`config.mk`:
```
export PLATFORM = sky130hd
export DESIGN_NAME = scale_frame_decoder
export DESIGN_NICKNAME = d
export VERILOG_FILES = /design/src/rtl/core/sfd_pkg.sv /design/src/rtl/core/sfd_frame_parse.sv /design/src/rtl/core/scale_frame_decoder.sv
export SDC_FILE = /design/constraint.sdc
export NUM_CORES = 1
export LEC_CHECK = 0
export CAP_MARGIN = 5
export CORE_MARGIN = 5
export CORE_UTILIZATION = 35
export CTS_CLUSTER_SIZE = 25
export DETAILED_ROUTE_END_ITERATION = 16
export DONT_BUFFER_PORTS = 1
export GPL_TIMING_DRIVEN = 1
export PLACE_DENSITY = 0.52
export SYNTH_ARGS = -nofsm -noshare
export SYNTH_HDL_FRONTEND = slang
export SYNTH_SLANG_ARGS = --single-unit
export TNS_END_PERCENT = 10
```
`constraint.sdc`:
```
create_clock -name clk_i -period 6.05 [get_ports clk_i]
set_clock_uncertainty 0.1 [all_clocks]
set_input_delay 0.3025 -clock clk_i [delete_from_list [all_inputs] [get_ports clk_i]]
set_output_delay 0.3025 -clock clk_i [all_outputs]
set_load 0.02 [all_outputs]
```
`src/rtl/core/sfd_pkg.sv`:
```
// package for the scale frame decoder
// frame codes, byte positions, result type and stream widths; no dependencies
`default_nettype none

package sfd_pkg;

  localparam logic [7:0] STX_CODE   = 8'h02;
  localparam logic [7:0] ETX_CODE   = 8'h03;
  localparam logic [7:0] CR_CODE    = 8'h0D;
  localparam logic [7:0] TARE_MARK  = 8'h54;
  localparam logic [7:0] ZERO_CHAR  = 8'h30;
  localparam logic [7:0] NINE_CHAR  = 8'h39;
  localparam logic [7:0] SPACE_CHAR = 8'h20;
  localparam logic [7:0] PLUS_CHAR  = 8'h2B;
  localparam logic [7:0] MINUS_CHAR = 8'h2D;
  localparam logic [2:0] DECIMAL_MASK = 3'h7;

  localparam int unsigned POS_W = 5;
  localparam logic [POS_W-1:0] POS_IDLE       = 5'd0;
  localparam logic [POS_W-1:0] POS_WEIGHT_END = 5'd6;
  localparam logic [POS_W-1:0] POS_STATUS     = 5'd8;
  localparam logic [POS_W-1:0] POS_ETX        = 5'd9;
  localparam logic [POS_W-1:0] POS_CHECKSUM   = 5'd10;
  localparam logic [POS_W-1:0] POS_CR         = 5'd11;
  localparam logic [POS_W-1:0] POS_TARE_MARK  = 5'd12;
  localparam logic [POS_W-1:0] POS_TARE_FIRST = 5'd13;
  localparam logic [POS_W-1:0] POS_TARE_END   = 5'd17;
  localparam logic [POS_W-1:0] POS_LAST       = 5'd18;

  localparam int unsigned WEIGHT_ACC_W = 20;
  localparam int unsigned WEIGHT_W     = 21;
  localparam int unsigned TARE_W       = 17;

  localparam int unsigned IN_TDATA_W  = 8;
  localparam int unsigned OUT_TDATA_W = 48;

  typedef struct packed {
    logic signed [WEIGHT_W-1:0] weight_value;
    logic [TARE_W-1:0]          tare_value;
    logic [2:0]                 decimals;
    logic                       over_max;
    logic                       under_min;
    logic                       is_stable;
    logic                       is_zero;
    logic                       tare_present;
    logic                       frame_valid;
  } sfd_result_t;

  function automatic logic is_digit(input logic [7:0] b);
    is_digit = (b >= ZERO_CHAR) && (b <= NINE_CHAR);
  endfunction

endpackage

`default_nettype wire

```
`src/rtl/core/sfd_frame_parse.sv`:
```
// frame parser: byte position, checksum and digit accumulators
// one byte per enable; uses sfd_pkg
`default_nettype none

module sfd_frame_parse
  import sfd_pkg::*;
(
  input  wire logic        clk_i,
  input  wire logic        rst_ni,
  input  wire logic        en_i,
  input  wire logic [7:0]  byte_i,
  output logic             last_o,
  output sfd_result_t      result_o
);

  logic [POS_W-1:0]        pos_q, pos_d;
  logic [7:0]              sum_q, sum_d;
  logic [WEIGHT_ACC_W-1:0] wacc_q, wacc_d;
  logic                    wneg_q, wneg_d;
  logic [TARE_W-1:0]       tacc_q, tacc_d;
  logic [7:0]              status_q, status_d;
  logic                    hdr_good_q, hdr_good_d;
  logic                    dig_err_q, dig_err_d;
  logic                    tare_good_q, tare_good_d;

  logic [3:0]              digit;
  logic [WEIGHT_ACC_W-1:0] wacc_next;
  logic [TARE_W-1:0]       tacc_next;

  assign digit     = 4'(byte_i - ZERO_CHAR);
  assign wacc_next = (wacc_q << 3) + (wacc_q << 1) + WEIGHT_ACC_W'(digit);
  assign tacc_next = (tacc_q << 3) + (tacc_q << 1) + TARE_W'(digit);

  always_comb begin
    pos_d       = pos_q;
    sum_d       = sum_q;
    wacc_d      = wacc_q;
    wneg_d      = wneg_q;
    tacc_d      = tacc_q;
    status_d    = status_q;
    hdr_good_d  = hdr_good_q;
    dig_err_d   = dig_err_q;
    tare_good_d = tare_good_q;
    if (en_i) begin
      if (pos_q == POS_IDLE) begin
        if (byte_i == STX_CODE) begin
          pos_d       = POS_IDLE + 5'd1;
          sum_d       = '0;
          wacc_d      = '0;
          wneg_d      = 1'b0;
          tacc_d      = '0;
          status_d    = '0;
          hdr_good_d  = 1'b1;
          dig_err_d   = 1'b0;
          tare_good_d = 1'b1;
        end
      end else begin
        if (pos_q <= POS_STATUS) begin
          sum_d = sum_q + byte_i;
        end
        if (pos_q <= POS_WEIGHT_END) begin
          if (is_digit(byte_i)) begin
            wacc_d = wacc_next;
          end else if (byte_i == MINUS_CHAR) begin
            wneg_d = 1'b1;
          end else if (byte_i != SPACE_CHAR && byte_i != PLUS_CHAR) begin
            dig_err_d = 1'b1;
          end
        end else if (pos_q == POS_STATUS) begin
          status_d = byte_i;
        end else if (pos_q == POS_ETX) begin
          if (byte_i != ETX_CODE) hdr_good_d = 1'b0;
        end else if (pos_q == POS_CHECKSUM) begin
          if (byte_i != sum_q) hdr_good_d = 1'b0;
        end else if (pos_q == POS_CR) begin
          if (byte_i != CR_CODE) hdr_good_d = 1'b0;
        end else if (pos_q == POS_TARE_MARK) begin
          if (byte_i != TARE_MARK) tare_good_d = 1'b0;
        end else if (pos_q >= POS_TARE_FIRST && pos_q <= POS_TARE_END) begin
          if (is_digit(byte_i)) begin
            tacc_d = tacc_next;
          end else if (byte_i != SPACE_CHAR) begin
            tare_good_d = 1'b0;
          end
        end
        if (pos_q < POS_LAST) begin
          pos_d = pos_q + 5'd1;
        end else begin
          pos_d = POS_IDLE;
        end
      end
    end
  end

  always_ff @(posedge clk_i or negedge rst_ni) begin
    if (!rst_ni) begin
      pos_q       <= POS_IDLE;
      sum_q       <= '0;
      wacc_q      <= '0;
      wneg_q      <= 1'b0;
      tacc_q      <= '0;
      status_q    <= '0;
      hdr_good_q  <= 1'b1;
      dig_err_q   <= 1'b0;
      tare_good_q <= 1'b1;
    end else begin
      pos_q       <= pos_d;
      sum_q       <= sum_d;
      wacc_q      <= wacc_d;
      wneg_q      <= wneg_d;
      tacc_q      <= tacc_d;
      status_q    <= status_d;
      hdr_good_q  <= hdr_good_d;
      dig_err_q   <= dig_err_d;
      tare_good_q <= tare_good_d;
    end
  end

  // result of the frame that the current byte closes
  logic                      ok;
  logic                      tp;
  logic signed [WEIGHT_W-1:0] wmag;

  assign last_o = (pos_q >= POS_LAST);
  assign ok     = hdr_good_q && !dig_err_q;
  assign tp     = tare_good_q && (byte_i == CR_CODE);
  assign wmag   = {1'b0, wacc_q};

  always_comb begin
    result_o = '0;
    if (ok) begin
      result_o.weight_value = wneg_q ? -wmag : wmag;
      result_o.tare_value   = tp ? tacc_q : '0;
      result_o.decimals     = status_q[2:0] & DECIMAL_MASK;
      result_o.over_max     = status_q[7];
      result_o.under_min    = status_q[6];
      result_o.is_stable    = status_q[4];
      result_o.is_zero      = status_q[3];
      result_o.tare_present = tp;
      result_o.frame_valid  = 1'b1;
    end
  end

endmodule

`default_nettype wire

```
`src/rtl/core/scale_frame_decoder.sv`:
```
// scale_frame_decoder top level: input register, frame parser, result register
// uses sfd_pkg and sfd_frame_parse
//
//   channel | dir | width | contents
//   s_axis  | in  | 8     | one received serial byte
//   m_axis  | out | 48+1  | one decoded frame per closing byte, flag in tuser
//
// a byte waits in the input register until the parser takes it; one byte per cycle
// is sustained except when a stalled result holds back a closing byte; a byte that
// closes a frame (the 18th byte after STX) goes from the input register to the
// result register; a stalled result blocks only a byte that closes the next frame
// reset drops the partial frame and returns to hunting for STX
`default_nettype none

module scale_frame_decoder
  import sfd_pkg::*;
(
  input  wire logic                   clk_i,
  input  wire logic                   rst_ni,
  input  wire logic                   s_axis_tvalid,
  output logic                        s_axis_tready,
  input  wire logic [IN_TDATA_W-1:0]  s_axis_tdata,   // [7:0] rx_byte
  output logic                        m_axis_tvalid,
  input  wire logic                   m_axis_tready,
  // [20:0] weight_value, [37:21] tare_value, [40:38] decimals, [41] over_max,
  // [42] under_min, [43] is_stable, [44] is_zero, [45] tare_present, [47:46] zero
  output logic [OUT_TDATA_W-1:0]      m_axis_tdata,
  output logic                        m_axis_tuser    // [0] frame_valid
);

  logic              in_valid_q, in_valid_d;
  logic [7:0]        in_byte_q;
  logic              out_valid_q, out_valid_d;
  logic [OUT_TDATA_W-1:0] out_data_q;
  logic              out_user_q;

  logic              fire;
  logic              last;
  sfd_result_t       res;

  sfd_frame_parse u_parse (
    .clk_i    (clk_i),
    .rst_ni   (rst_ni),
    .en_i     (fire),
    .byte_i   (in_byte_q),
    .last_o   (last),
    .result_o (res)
  );

  assign fire          = in_valid_q && (!last || !out_valid_q || m_axis_tready);
  assign s_axis_tready = !in_valid_q || fire;

  always_comb begin
    in_valid_d = in_valid_q;
    if (s_axis_tvalid && s_axis_tready) begin
      in_valid_d = 1'b1;
    end else if (fire) begin
      in_valid_d = 1'b0;
    end
    out_valid_d = out_valid_q;
    if (fire && last) begin
      out_valid_d = 1'b1;
    end else if (m_axis_tready) begin
      out_valid_d = 1'b0;
    end
  end

  always_ff @(posedge clk_i or negedge rst_ni) begin
    if (!rst_ni) begin
      in_valid_q  <= 1'b0;
      out_valid_q <= 1'b0;
    end else begin
      in_valid_q  <= in_valid_d;
      out_valid_q <= out_valid_d;
    end
  end

  always_ff @(posedge clk_i) begin
    if (s_axis_tvalid && s_axis_tready) begin
      in_byte_q <= s_axis_tdata;
    end
    if (fire && last) begin
      out_data_q <= {2'b00, res.tare_present, res.is_zero, res.is_stable,
                     res.under_min, res.over_max, res.decimals, res.tare_value,
                     res.weight_value};
      out_user_q <= res.frame_valid;
    end
  end

  assign m_axis_tvalid = out_valid_q;
  assign m_axis_tdata  = out_data_q;
  assign m_axis_tuser  = out_user_q;

endmodule

`default_nettype wire

```
==> impl_summary.txt, run 1 <==
----------------------------------------------------
[STA]
  Final count of pins violating max slew ... 0
  Post-route fraction of the period consumed by the critical path ... 0.6199
  Actual slew at the worst max-slew pin ... 1070 ps
  Final hold slack ... 40.58 ps
  Worst slew slack as a fraction of its limit ... 0.2866
  Hold Fails Final Rpt ... 0
  Unrepaired setup endpoints after global routing ... no
  Final setup violating endpoints ... 0
  Accumulated negative setup slack ... 0 ps
  Top achievable clock speed ... 266.6 MHz
  Min cycle time layout ... 3750 ps

[Floorplanning]
  Starting utilization of the core area ... 0.3544
  Standard cell core area ... 21,020 µm²
  Area of the die ... 24,300 µm²
  DIE WIDTH ... 155.9 µm
  Vertical die dimension ... 155.9 µm
  I/O Pins ... 63
  Num rows ... 53

[Run status]
  Run status ... complete, no violations

[Clock tree]
  CTS resizes ... 0
  Count of H-tree levels built during CTS ... 4
  Clock network latency to the later pin of the worst-skew pair ... 420 ps
  Post-CTS Setup Repair Bufs ... 0
  CTS tree ... done
  Worst-path clk slew ... 60 ps
  Number of buffers created by CTS ... 17
  Number of sinks on the clock net ... 118
  Deepest clock path buffer count ... 2
  Master cell of the clock root buffer ... clkbuf_16

[Layout]
  Storage cell area ... 3231 µm²
  Synth-to-layout area growth ... 13.15%
  Number of diodes added for antenna fixing ... 0
  Filler cell count in the final layout ... 2,009
  Final-stage net count ... 809
  Area occupied by multi-input gates ... 4004 µm²
  Share of layout cells above drive strength 1 ... 0.09166

[Global routing]
  Global Route Usage Sum ... 0.1454
  First-pass GRT wire length ... 28,570 µm
  Number of global-route vias before repair ... 5,552
  Remaining global-route overflow ... 0
  Maximum number of pins on one net before global-route repair ... 64
  Antenna violations before repair ... 0

[Synthesis]
  Cell types with the largest area share after synthesis ... edfxtp_1 (22%), dfrtp_1 (20%), ha_1 (12%), xnor2_1 (3.1%), xor2_1 (3.1%)
  Synthesized area per cell ... 10.55 µm²
  Synth Flop Type ... dfrtp_1
  Post-synth ARST share ... 0.5339
  Number of enable-type register cells in the synthesized netlist ... 55
  Area leader, netlist ... edfxtp_1
  Cell area after synthesis ... 7450 µm²
  Number of library cell types mapped by synthesis ... 76
  Share of the synthesized area in the top cell type ... 0.2217
  Post-Syn Instances ... 706
  Leading cell types by count after synthesis ... ha_1 (74), dfrtp_1 (61), nand2_1 (57)
  Flip-flop and latch count after synthesis ... 118
  Synth Warn # ... 0
  Register area share after synthesis ... 0.4337
  Most instantiated library cell after synthesis ... ha_1

[Power]
  Standby leakage power ... 0.003739 µW
  Seq pwr share ... 0.356
  Switching Share ... 0.3829
  Logic pwr share ... 0.342
  Power after layout ... 3431 µW
  Power density relative to cell area ... 407.0 nW/µm²
  Internal power of the cells ... 2117 µW
  Highest ir drop seen on vdd ... 0.0002223 V
  Switching power of the nets ... 1314 µW
  Clk network pwr share ... 0.302

[Detailed routing]
  Number of remaining DRC errors ... 0
  Wire length per cell ... 16.70 µm
  Initial drt markers ... 280
  Overall routed net length ... 16,800 µm
  Via count ... 5,379
  Post-detailed-route count of antenna-violating nets ... 0
  Number of detailed-route iterations in the first pass ... 5
  DR vias/cell ... 5.347

[Worst setup path]
  Reg-to-reg startpoint ... in_byte_q[3]
  Crit path launch type ... register
  Worst-path cell chain ... inv_1 -> fa_1 -> inv_1 -> fa_1 -> a211oi_1 -> o21ai_0 -> a211oi_1 -> nand3_1 -> a311o_1 -> a32o_1
  CP endpoint kind ... register
  Category of the most critical setup path ... reg -> reg
  Launching instance or port of the critical path ... in_byte_q[3]
  Cell class contributing the biggest share of worst-path delay ... compound AO/OA/AOI/OAI gates
  Arrival time worst endpoint ... 3960 ps
  Total buffers and inverters traversed by the critical path ... 2
  Top fanout value on the critical path ... 8
  Critical Path Slowest Stage Cell ... edfxtp_1
  Max stage delay on crit path ... 610 ps
  CP Data Required Time ... 6260 ps

[Hold path]
  Hold wc startpoint ... m_axis_tready
  Hold/Removal Path Class ... in -> reg

[Placement]
  DP HPWL ... 11,980 µm
  Gpl congestion ... 0.8644
  Number of I/O port buffers ... 0

[Run]
  Max-cap check violation count ... 0

----------------------------------------------------
==> state kept, by name, summed over array words and instances, names as in the netlist, 5 cells and up <==
register,count
m_axis_tdata,46
u_parse.wacc_q,20
u_parse.tacc_q,17
u_parse.sum_q,8
in_byte_q,8
u_parse.status_q,7
u_parse.pos_q,5
==> layer usage <==
layer  GRT usage  wire length [µm]  up-vias
met5           0                 0        -
met4     0.05419               390        0
met3     0.03994               757       31
met2      0.2353              7865      133
met1      0.1865              7785     2584
li1            -                 -     2631
==> area by class of cell <==
class / instances / share of cell area
inverters: 26 / 0.01158
clock buffers: 18 / 0.05344
flip-flops and latches: 118 / 0.3833
clock inverters: 14 / 0.01811
well taps: 275 / 0.04082
multi-input cells: 541 / 0.4750
repair buffers: 14 / 0.01781
==> power groups by stage <==
stage / Clock [µW] / Sequential, µW / Combinational, µW
5_1_grt: 1100 / 1250 / 1330
4_1_cts: 1060 / 1220 / 1180
3_5_place_dp: 0 / 1240 / 1160
3_3_place_gp: 0 / 1230 / 1140
2_1_floorplan: 0 / 1150 / 974
6_report: 1040 / 1220 / 1170
==> logic make-up (layout without fill, tap and decap cells) <==
group                      Yosys count  in the layout  synth area share
and+or+nand+nor                    222            222            0.1540
muxes                               10             10           0.01394
xor gates and xnor gates            52             52           0.06114
other                                1              2         0.0005034
adders and majority gates           79             79            0.1377
DFF                                118            118            0.4337
AOI/OAI and AO/OA                  176            176            0.1671
buffers and inverters               48             72           0.03191
==> final timing paths <==
kind / end / slack, ps / depth (start not counted)
worst min-delay path: m_axis_tvalid / 40 / 2
worst max register to register: u_parse.wacc_q[18] / 2300 / 10
min in group asynchronous: u_parse.sum_q[0] / 380 / 2
worst min register to register: u_parse.sum_q[4] / 390 / 2
worst max-delay path: u_parse.wacc_q[18] / 2300 / 10
max in group asynchronous: u_parse.hdr_good_q / 5170 / 2
==> metrics by stage <==
stage	utilization	std cells	instance area [µm²]	worst slack [ps]
global route	0.4010	1006	8429	2003
global placement	0.3662	963	7699	2406
floorplan	-	707	7453	2629
CTS	0.4010	1006	8429	2296
finish	0.4010	1006	8429	2300
detailed placement	0.3662	963	7699	2302
==> timing repair <==
item / 4_1_cts / 5_1_grt
hold buffers: 11 / 0
setup endpoints to repair: 0 / 0
hold endpoints to repair: 72 / 0
==> layout by cell type, fill, tap and decap left out, types with 6 or more instances in the layout <==
cell type,count
ha_1,74
dfrtp_1,61
nand2_1,57
nor2_1,55
edfxtp_1,55
o21ai_0,42
inv_1,26
xor2_1,26
xnor2_1,26
a21oi_1,25
and2_1,21
a22o_1,18
clkbuf_16,18
nand3_1,15
o31ai_1,14
a21o_1,13
nor3_1,11
dlygate4sd3_1,10
or3_1,9
o41ai_1,8
a31oi_1,8
nand2b_1,7
or2_2,7
mux2i_1,7
a211oi_1,7
nor2b_1,6
o21a_1,6
o211ai_1,6
Power figures use the tool's default switching activity.
==> inputs of run 2 (changes only) <==
PLACE_DENSITY = 0.54   (was 0.52)
clock period = 3 ns   (was 6.05 ns; I/O delays follow)
==> impl_summary.txt, run 2 (same netlist as run 1, synthesis figures left out) <==
----------------------------------------------------
[Layout]
  Flip-flop count of the largest register after layout ... 46
  Layout Cell Area excl Fill ... 8758 µm²
  Number of diodes added for antenna fixing ... 0
  Top library cells by usage in the layout, fill and taps aside ... ha_1 (74), dfrtp_1 (61), nand2_1 (57)
  Number of standard cells in the layout, taps in and fillers out ... 1,039
  Filler cell count in the final layout ... 1,986
  Share of layout cells above drive strength 1 ... 0.1414
  Synth-to-layout area growth ... 17.57%
  Commonest non-fill, non-tap cell in the layout ... ha_1
  Final-stage net count ... 842

[Detailed routing]
  Post-detailed-route count of antenna-violating nets ... 0
  Initial drt markers ... 283
  Number of detailed-route iterations in the first pass ... 5
  DR vias/cell ... 5.302
  Wire length per cell ... 16.64 µm
  Via count ... 5,509
  Number of remaining DRC errors ... 0
  Overall routed net length ... 17,290 µm

[Global routing]
  Number of global-route vias before repair ... 5,666
  Most congested layer reported by global routing ... met2
  Met2 Resource Use GR ... 0.2423
  Remaining global-route overflow ... 0
  First-pass GRT wire length ... 28,980 µm
  Maximum number of pins on one net before global-route repair ... 64
  Global Route Usage Sum ... 0.1478
  Met1 Resource Use GR ... 0.1963
  Met3 capacity usage during global routing ... 0.02968
  Antenna violations before repair ... 0

[STA]
  Final setup violating endpoints ... 0
  Top achievable clock speed ... 344.9 MHz
  Worst slew slack as a fraction of its limit ... 0.4889
  Hold Fails Final Rpt ... 0
  Min cycle time layout ... 2900 ps
  Actual slew at the worst max-slew pin ... 763.4 ps
  Post-route fraction of the period consumed by the critical path ... 0.9666
  Accumulated negative setup slack ... 0 ps
  Unrepaired setup endpoints after global routing ... yes
  Final count of pins violating max slew ... 0

[Worst setup path]
  CP Data Required Time ... 3210 ps
  Critical Path Slowest Stage Cell ... fa_2
  Top fanout value on the critical path ... 2
  CP endpoint kind ... register
  Reg-to-reg startpoint ... in_byte_q[2]
  Crit path launch type ... register
  Max stage delay on crit path ... 430 ps
  Category of the most critical setup path ... reg -> reg
  Arrival time worst endpoint ... 3110 ps
  Worst-path cell chain ... ha_1 -> ha_1 -> fa_2 -> a211oi_4 -> o21ai_2 -> a211oi_2 -> nand3_1 -> a311o_1 -> a32o_1
  CP dominant cell by count ... ha_1
  Launching instance or port of the critical path ... in_byte_q[2]

[Power]
  Highest ir drop seen on vdd ... 0.0003905 V
  Power after layout ... 7183 µW
  Power density relative to cell area ... 820.1 nW/µm²
  Standby leakage power ... 0.003915 µW

[Clock tree]
  Count of H-tree levels built during CTS ... 4
  Master cell of the clock root buffer ... clkbuf_16
  Deepest clock path buffer count ... 2
  CTS tree ... done
  Number of sinks on the clock net ... 118
  Worst-path clk slew ... 60 ps
  Clock network latency to the later pin of the worst-skew pair ... 410 ps
  Number of buffers created by CTS ... 17

[Floorplanning]
  Num rows ... 53
  Starting utilization of the core area ... 0.3544
  Area of the die ... 24,300 µm²
  I/O Pins ... 63
  Vertical die dimension ... 155.9 µm
  Standard cell core area ... 21,020 µm²
  DIE WIDTH ... 155.9 µm

[Run status]
  Run status ... complete, no violations

[Placement]
  DP HPWL ... 12,420 µm
  Placed cell area ... 7925 µm²
  Gpl congestion ... 0.8697
  Number of I/O port buffers ... 0
  Total placed cells including tap cells ... 994

[Hold path]
  Hold wc startpoint ... s_axis_tvalid
  Hold/Removal Path Class ... in -> reg

[Run]
  Max-cap check violation count ... 0

----------------------------------------------------
-- run 2: cell count changes in the layout (fill, tap and decap cells not counted), sizes merged --
cell         before  now
bufinv            1    4
clkinv            0    8
clkinvlp          3    1
clkbuf           18   17
buf               4   36
inv              36   28
dlygate4sd3      10   11
-- run 2: path summary, 6_finish.rpt --
check                                      to  slack [ps]  cells after the start
setup / recovery           u_parse.wacc_q[18]         100                      9
hold / removal                   in_byte_q[0]          60                      2
setup reg to reg           u_parse.wacc_q[18]         100                      9
hold reg to reg              u_parse.sum_q[5]         390                      2
max in group asynchronous  u_parse.hdr_good_q        2310                      2
min in group asynchronous          in_valid_q         160                      2
-- run 2: what timing repair did --
action,in CTS,in global routing
hold buffers,12,0
endpoints found under the setup margin,2,16
endpoints found under the hold margin,73,0
pin swaps,0,5
buffers inserted,0,1
gates resized for setup,4,12
-- run 2: stage by stage --
step / worst slack, ps / utilization / hold slack, ps
after floorplan: -345.2 / - / -245.6
after global placement: -147.2 / 0.3770 / -242.5
after detailed placement: -207.4 / 0.3770 / -242.9
after CTS: -41.68 / 0.4139 / 52.14
after global routing: -55.48 / 0.4166 / 58.01
final: 100.2 / 0.4166 / 63.24
-- run 2: per-layer routing --
| layer | up-vias | routed length (µm) |
|---|---|---|
| met5 | - | 0 |
| met4 | 0 | 351 |
| met3 | 23 | 679 |
| met2 | 116 | 8067 |
| met1 | 2672 | 8190 |
| li1 | 2698 | - |
-- run 2: cell type report --
type                            count  area, µm²  area share
Clock buffer                       17      425.4     0.04857
Clock inverter                     15      202.7     0.02314
Inverter                           26      97.59     0.01114
Multi-Input combinational cell    541       4058      0.4633
Sequential cell                   118       3231      0.3689
Tap cell                          275      344.1     0.03929
Timing Repair Buffer               47      400.4     0.04571
-- run 2: report_power, final --
group | switching, µW | leakage, µW | internal, µW
Combinational | 1490 | 0.00227 | 1140
Clock | 784 | 0.000305 | 1390
Sequential | 357 | 0.00134 | 2030
Total | 2630 | 0.00391 | 4560
-- run 2: critical path: cells and delay by family (launching register included) --
family,cells,cell delay [ps]
AND/OR/NAND/NOR,1,130
flip-flops,1,400
adder cells (fa/ha/maj),3,980
AO/OA/AOI/OAI,5,1170
==> inputs of run 3 (changes only) <==
REMOVE_ABC_BUFFERS = 1   (was unset)
clock period = 2.49 ns   (was 3 ns; I/O delays follow)
==> impl_summary.txt, run 3 (same netlist as run 1, synthesis figures left out) <==
----------------------------------------------------
[Clock tree]
  Master cell of the clock root buffer ... clkbuf_16
  CTS tree ... done
  Number of buffers created by CTS ... 17
  Worst-path clk slew ... 60 ps
  Clock network latency to the later pin of the worst-skew pair ... 430 ps
  Number of sinks on the clock net ... 118
  Deepest clock path buffer count ... 2
  Count of H-tree levels built during CTS ... 4

[Power]
  Clk network pwr share ... 0.274
  Logic pwr share ... 0.425
  Highest ir drop seen on vdd ... 0.0005559 V
  Seq pwr share ... 0.301
  Internal power of the cells ... 5797 µW
  Power density relative to cell area ... 968.2 nW/µm²
  Standby leakage power ... 0.004393 µW
  Power after layout ... 9273 µW
  Switching Share ... 0.3749
  Switching power of the nets ... 3476 µW

[Detailed routing]
  Overall routed net length ... 18,430 µm
  Number of remaining DRC errors ... 0
  Wire length per cell ... 16.47 µm
  Via count ... 5,865
  DR vias/cell ... 5.241
  Number of detailed-route iterations in the first pass ... 5
  Initial drt markers ... 335
  Post-detailed-route count of antenna-violating nets ... 0

[Worst setup path]
  Arrival time worst endpoint ... 3030 ps
  Crit path launch type ... register
  Category of the most critical setup path ... reg -> reg
  CP endpoint kind ... register
  CP Data Required Time ... 2700 ps
  Top fanout value on the critical path ... 4

[Floorplanning]
  Vertical die dimension ... 155.9 µm
  Num rows ... 53
  Standard cell core area ... 21,020 µm²
  Area of the die ... 24,300 µm²
  DIE WIDTH ... 155.9 µm
  I/O Pins ... 63
  Starting utilization of the core area ... 0.3544

[Layout]
  Filler cell count in the final layout ... 1,939
  Final core utilization ... 0.4556
  Top library cells by usage in the layout, fill and taps aside ... buf_4 (109), ha_1 (70), dfrtp_1 (61)
  Number of diodes added for antenna fixing ... 0
  Area occupied by multi-input gates ... 4252 µm²
  Storage cell area ... 3231 µm²
  Flip-flop count of the largest register after layout ... 46
  Final-stage net count ... 922
  Share of layout cells above drive strength 1 ... 0.2583
  Number of standard cells in the layout, taps in and fillers out ... 1,119
  Synth-to-layout area growth ... 28.57%
  Commonest non-fill, non-tap cell in the layout ... buf_4

[Global routing]
  Global Route Usage Sum ... 0.1559
  Number of global-route vias before repair ... 5,908
  Antenna violations before repair ... 0
  Remaining global-route overflow ... 0
  First-pass GRT wire length ... 30,520 µm
  Maximum number of pins on one net before global-route repair ... 64

[Placement]
  Number of I/O port buffers ... 0
  Total placed cells including tap cells ... 1,071
  Gpl congestion ... 0.8804
  DP HPWL ... 13,610 µm

[STA]
  Worst slew slack as a fraction of its limit ... 0.6410
  Final setup violating endpoints ... 19
  Final count of pins violating max slew ... 0
  Unrepaired setup endpoints after global routing ... yes
  Hold Fails Final Rpt ... 0
  Min cycle time layout ... 2817 ps
  Post-route fraction of the period consumed by the critical path ... 1.131
  Actual slew at the worst max-slew pin ... 532.9 ps
  Top achievable clock speed ... 355.0 MHz
  Fin worst setup slack ... -326.5 ps

[Run]
  Max-cap check violation count ... 0

[Hold path]
  Hold/Removal Path Class ... in -> reg

[Run status]
  Run status ... finished, violations left
  Violations in the final reports ... negative setup slack

----------------------------------------------------
==> run 3: changes by cell type in the layout (fill, tap and decap cells not counted), sizes merged <==
cell      change
inv           +9
clkinv        -6
clkinvlp      -1
bufinv        -3
clkbuf        +1
buf          +80
==> run 3: final timing paths <==
path	slack [ps]	start	cells after the start	to
hold / removal	20	s_axis_tvalid	2	in_byte_q[0]
setup / recovery	-330	u_parse.wacc_q[2]	12	u_parse.wacc_q[17]
max in group asynchronous	1860	rst_ni	2	u_parse.tare_good_q
min in group asynchronous	110	rst_ni	2	u_parse.pos_q[1]
setup reg to reg	-330	u_parse.wacc_q[2]	12	u_parse.wacc_q[17]
hold reg to reg	380	u_parse.sum_q[3]	2	u_parse.sum_q[3]
==> run 3: timing repair <==
action,CTS,global route
gates cloned,0,0
pin swaps,24,16
setup endpoints to repair,26,37
gates resized for setup,41,22
endpoints found under the hold margin,73,0
buffers inserted,3,1
hold buffers,12,0
==> run 3: layout make-up <==
class	count	area share
multi-input combinational	541	0.4439
sequential	118	0.3373
timing repair buffer	127	0.1096
clock buffer	18	0.04703
tap	275	0.03592
clock inverter	14	0.01607
inverter	26	0.01019
==> run 3: worst max-delay path: stages (launching register included) <==
cell	delay [ps]
dfrtp_1	350
inv_2	40
fa_1	550
inv_2	50
buf_4	130
ha_4	210
a211oi_2	250
o21ai_2	110
o211a_1	250
o311ai_2	260
buf_4	170
and3_1	150
o31ai_1	70
==> run 3: power groups by stage <==
stage	clock network [µW]	logic, µW	registers (µW)
global route	2690	4390	2840
global placement	0	3560	2810
floorplan	0	2260	2860
CTS	2590	3870	2790
finish	2540	3940	2790
detailed placement	0	3630	2830
==> run 3: metrics by stage <==
step / setup slack, ps / cell area [µm²] / setup TNS, ps / hold WS (ps)
4_1_cts: -348.6 / 9469 / -2715 / 7.752
6_report: -326.5 / 9578 / -2539 / 17.99
5_1_grt: -502.0 / 9578 / -5656 / 29.61
2_1_floorplan: -855.9 / 7313 / -57660 / -271.1
3_5_place_dp: -757.7 / 8541 / -8407 / -268.6
3_3_place_gp: -664.5 / 8541 / -7445 / -267.9
==> run 3: per-layer routing <==
metal  part of all wire  up-vias  GRT usage
li1                   -     2858          -
met1               0.46     2835     0.2043
met2               0.48      145     0.2558
met3              0.041       27    0.03911
met4              0.016        0    0.04585
met5                  0        -          0
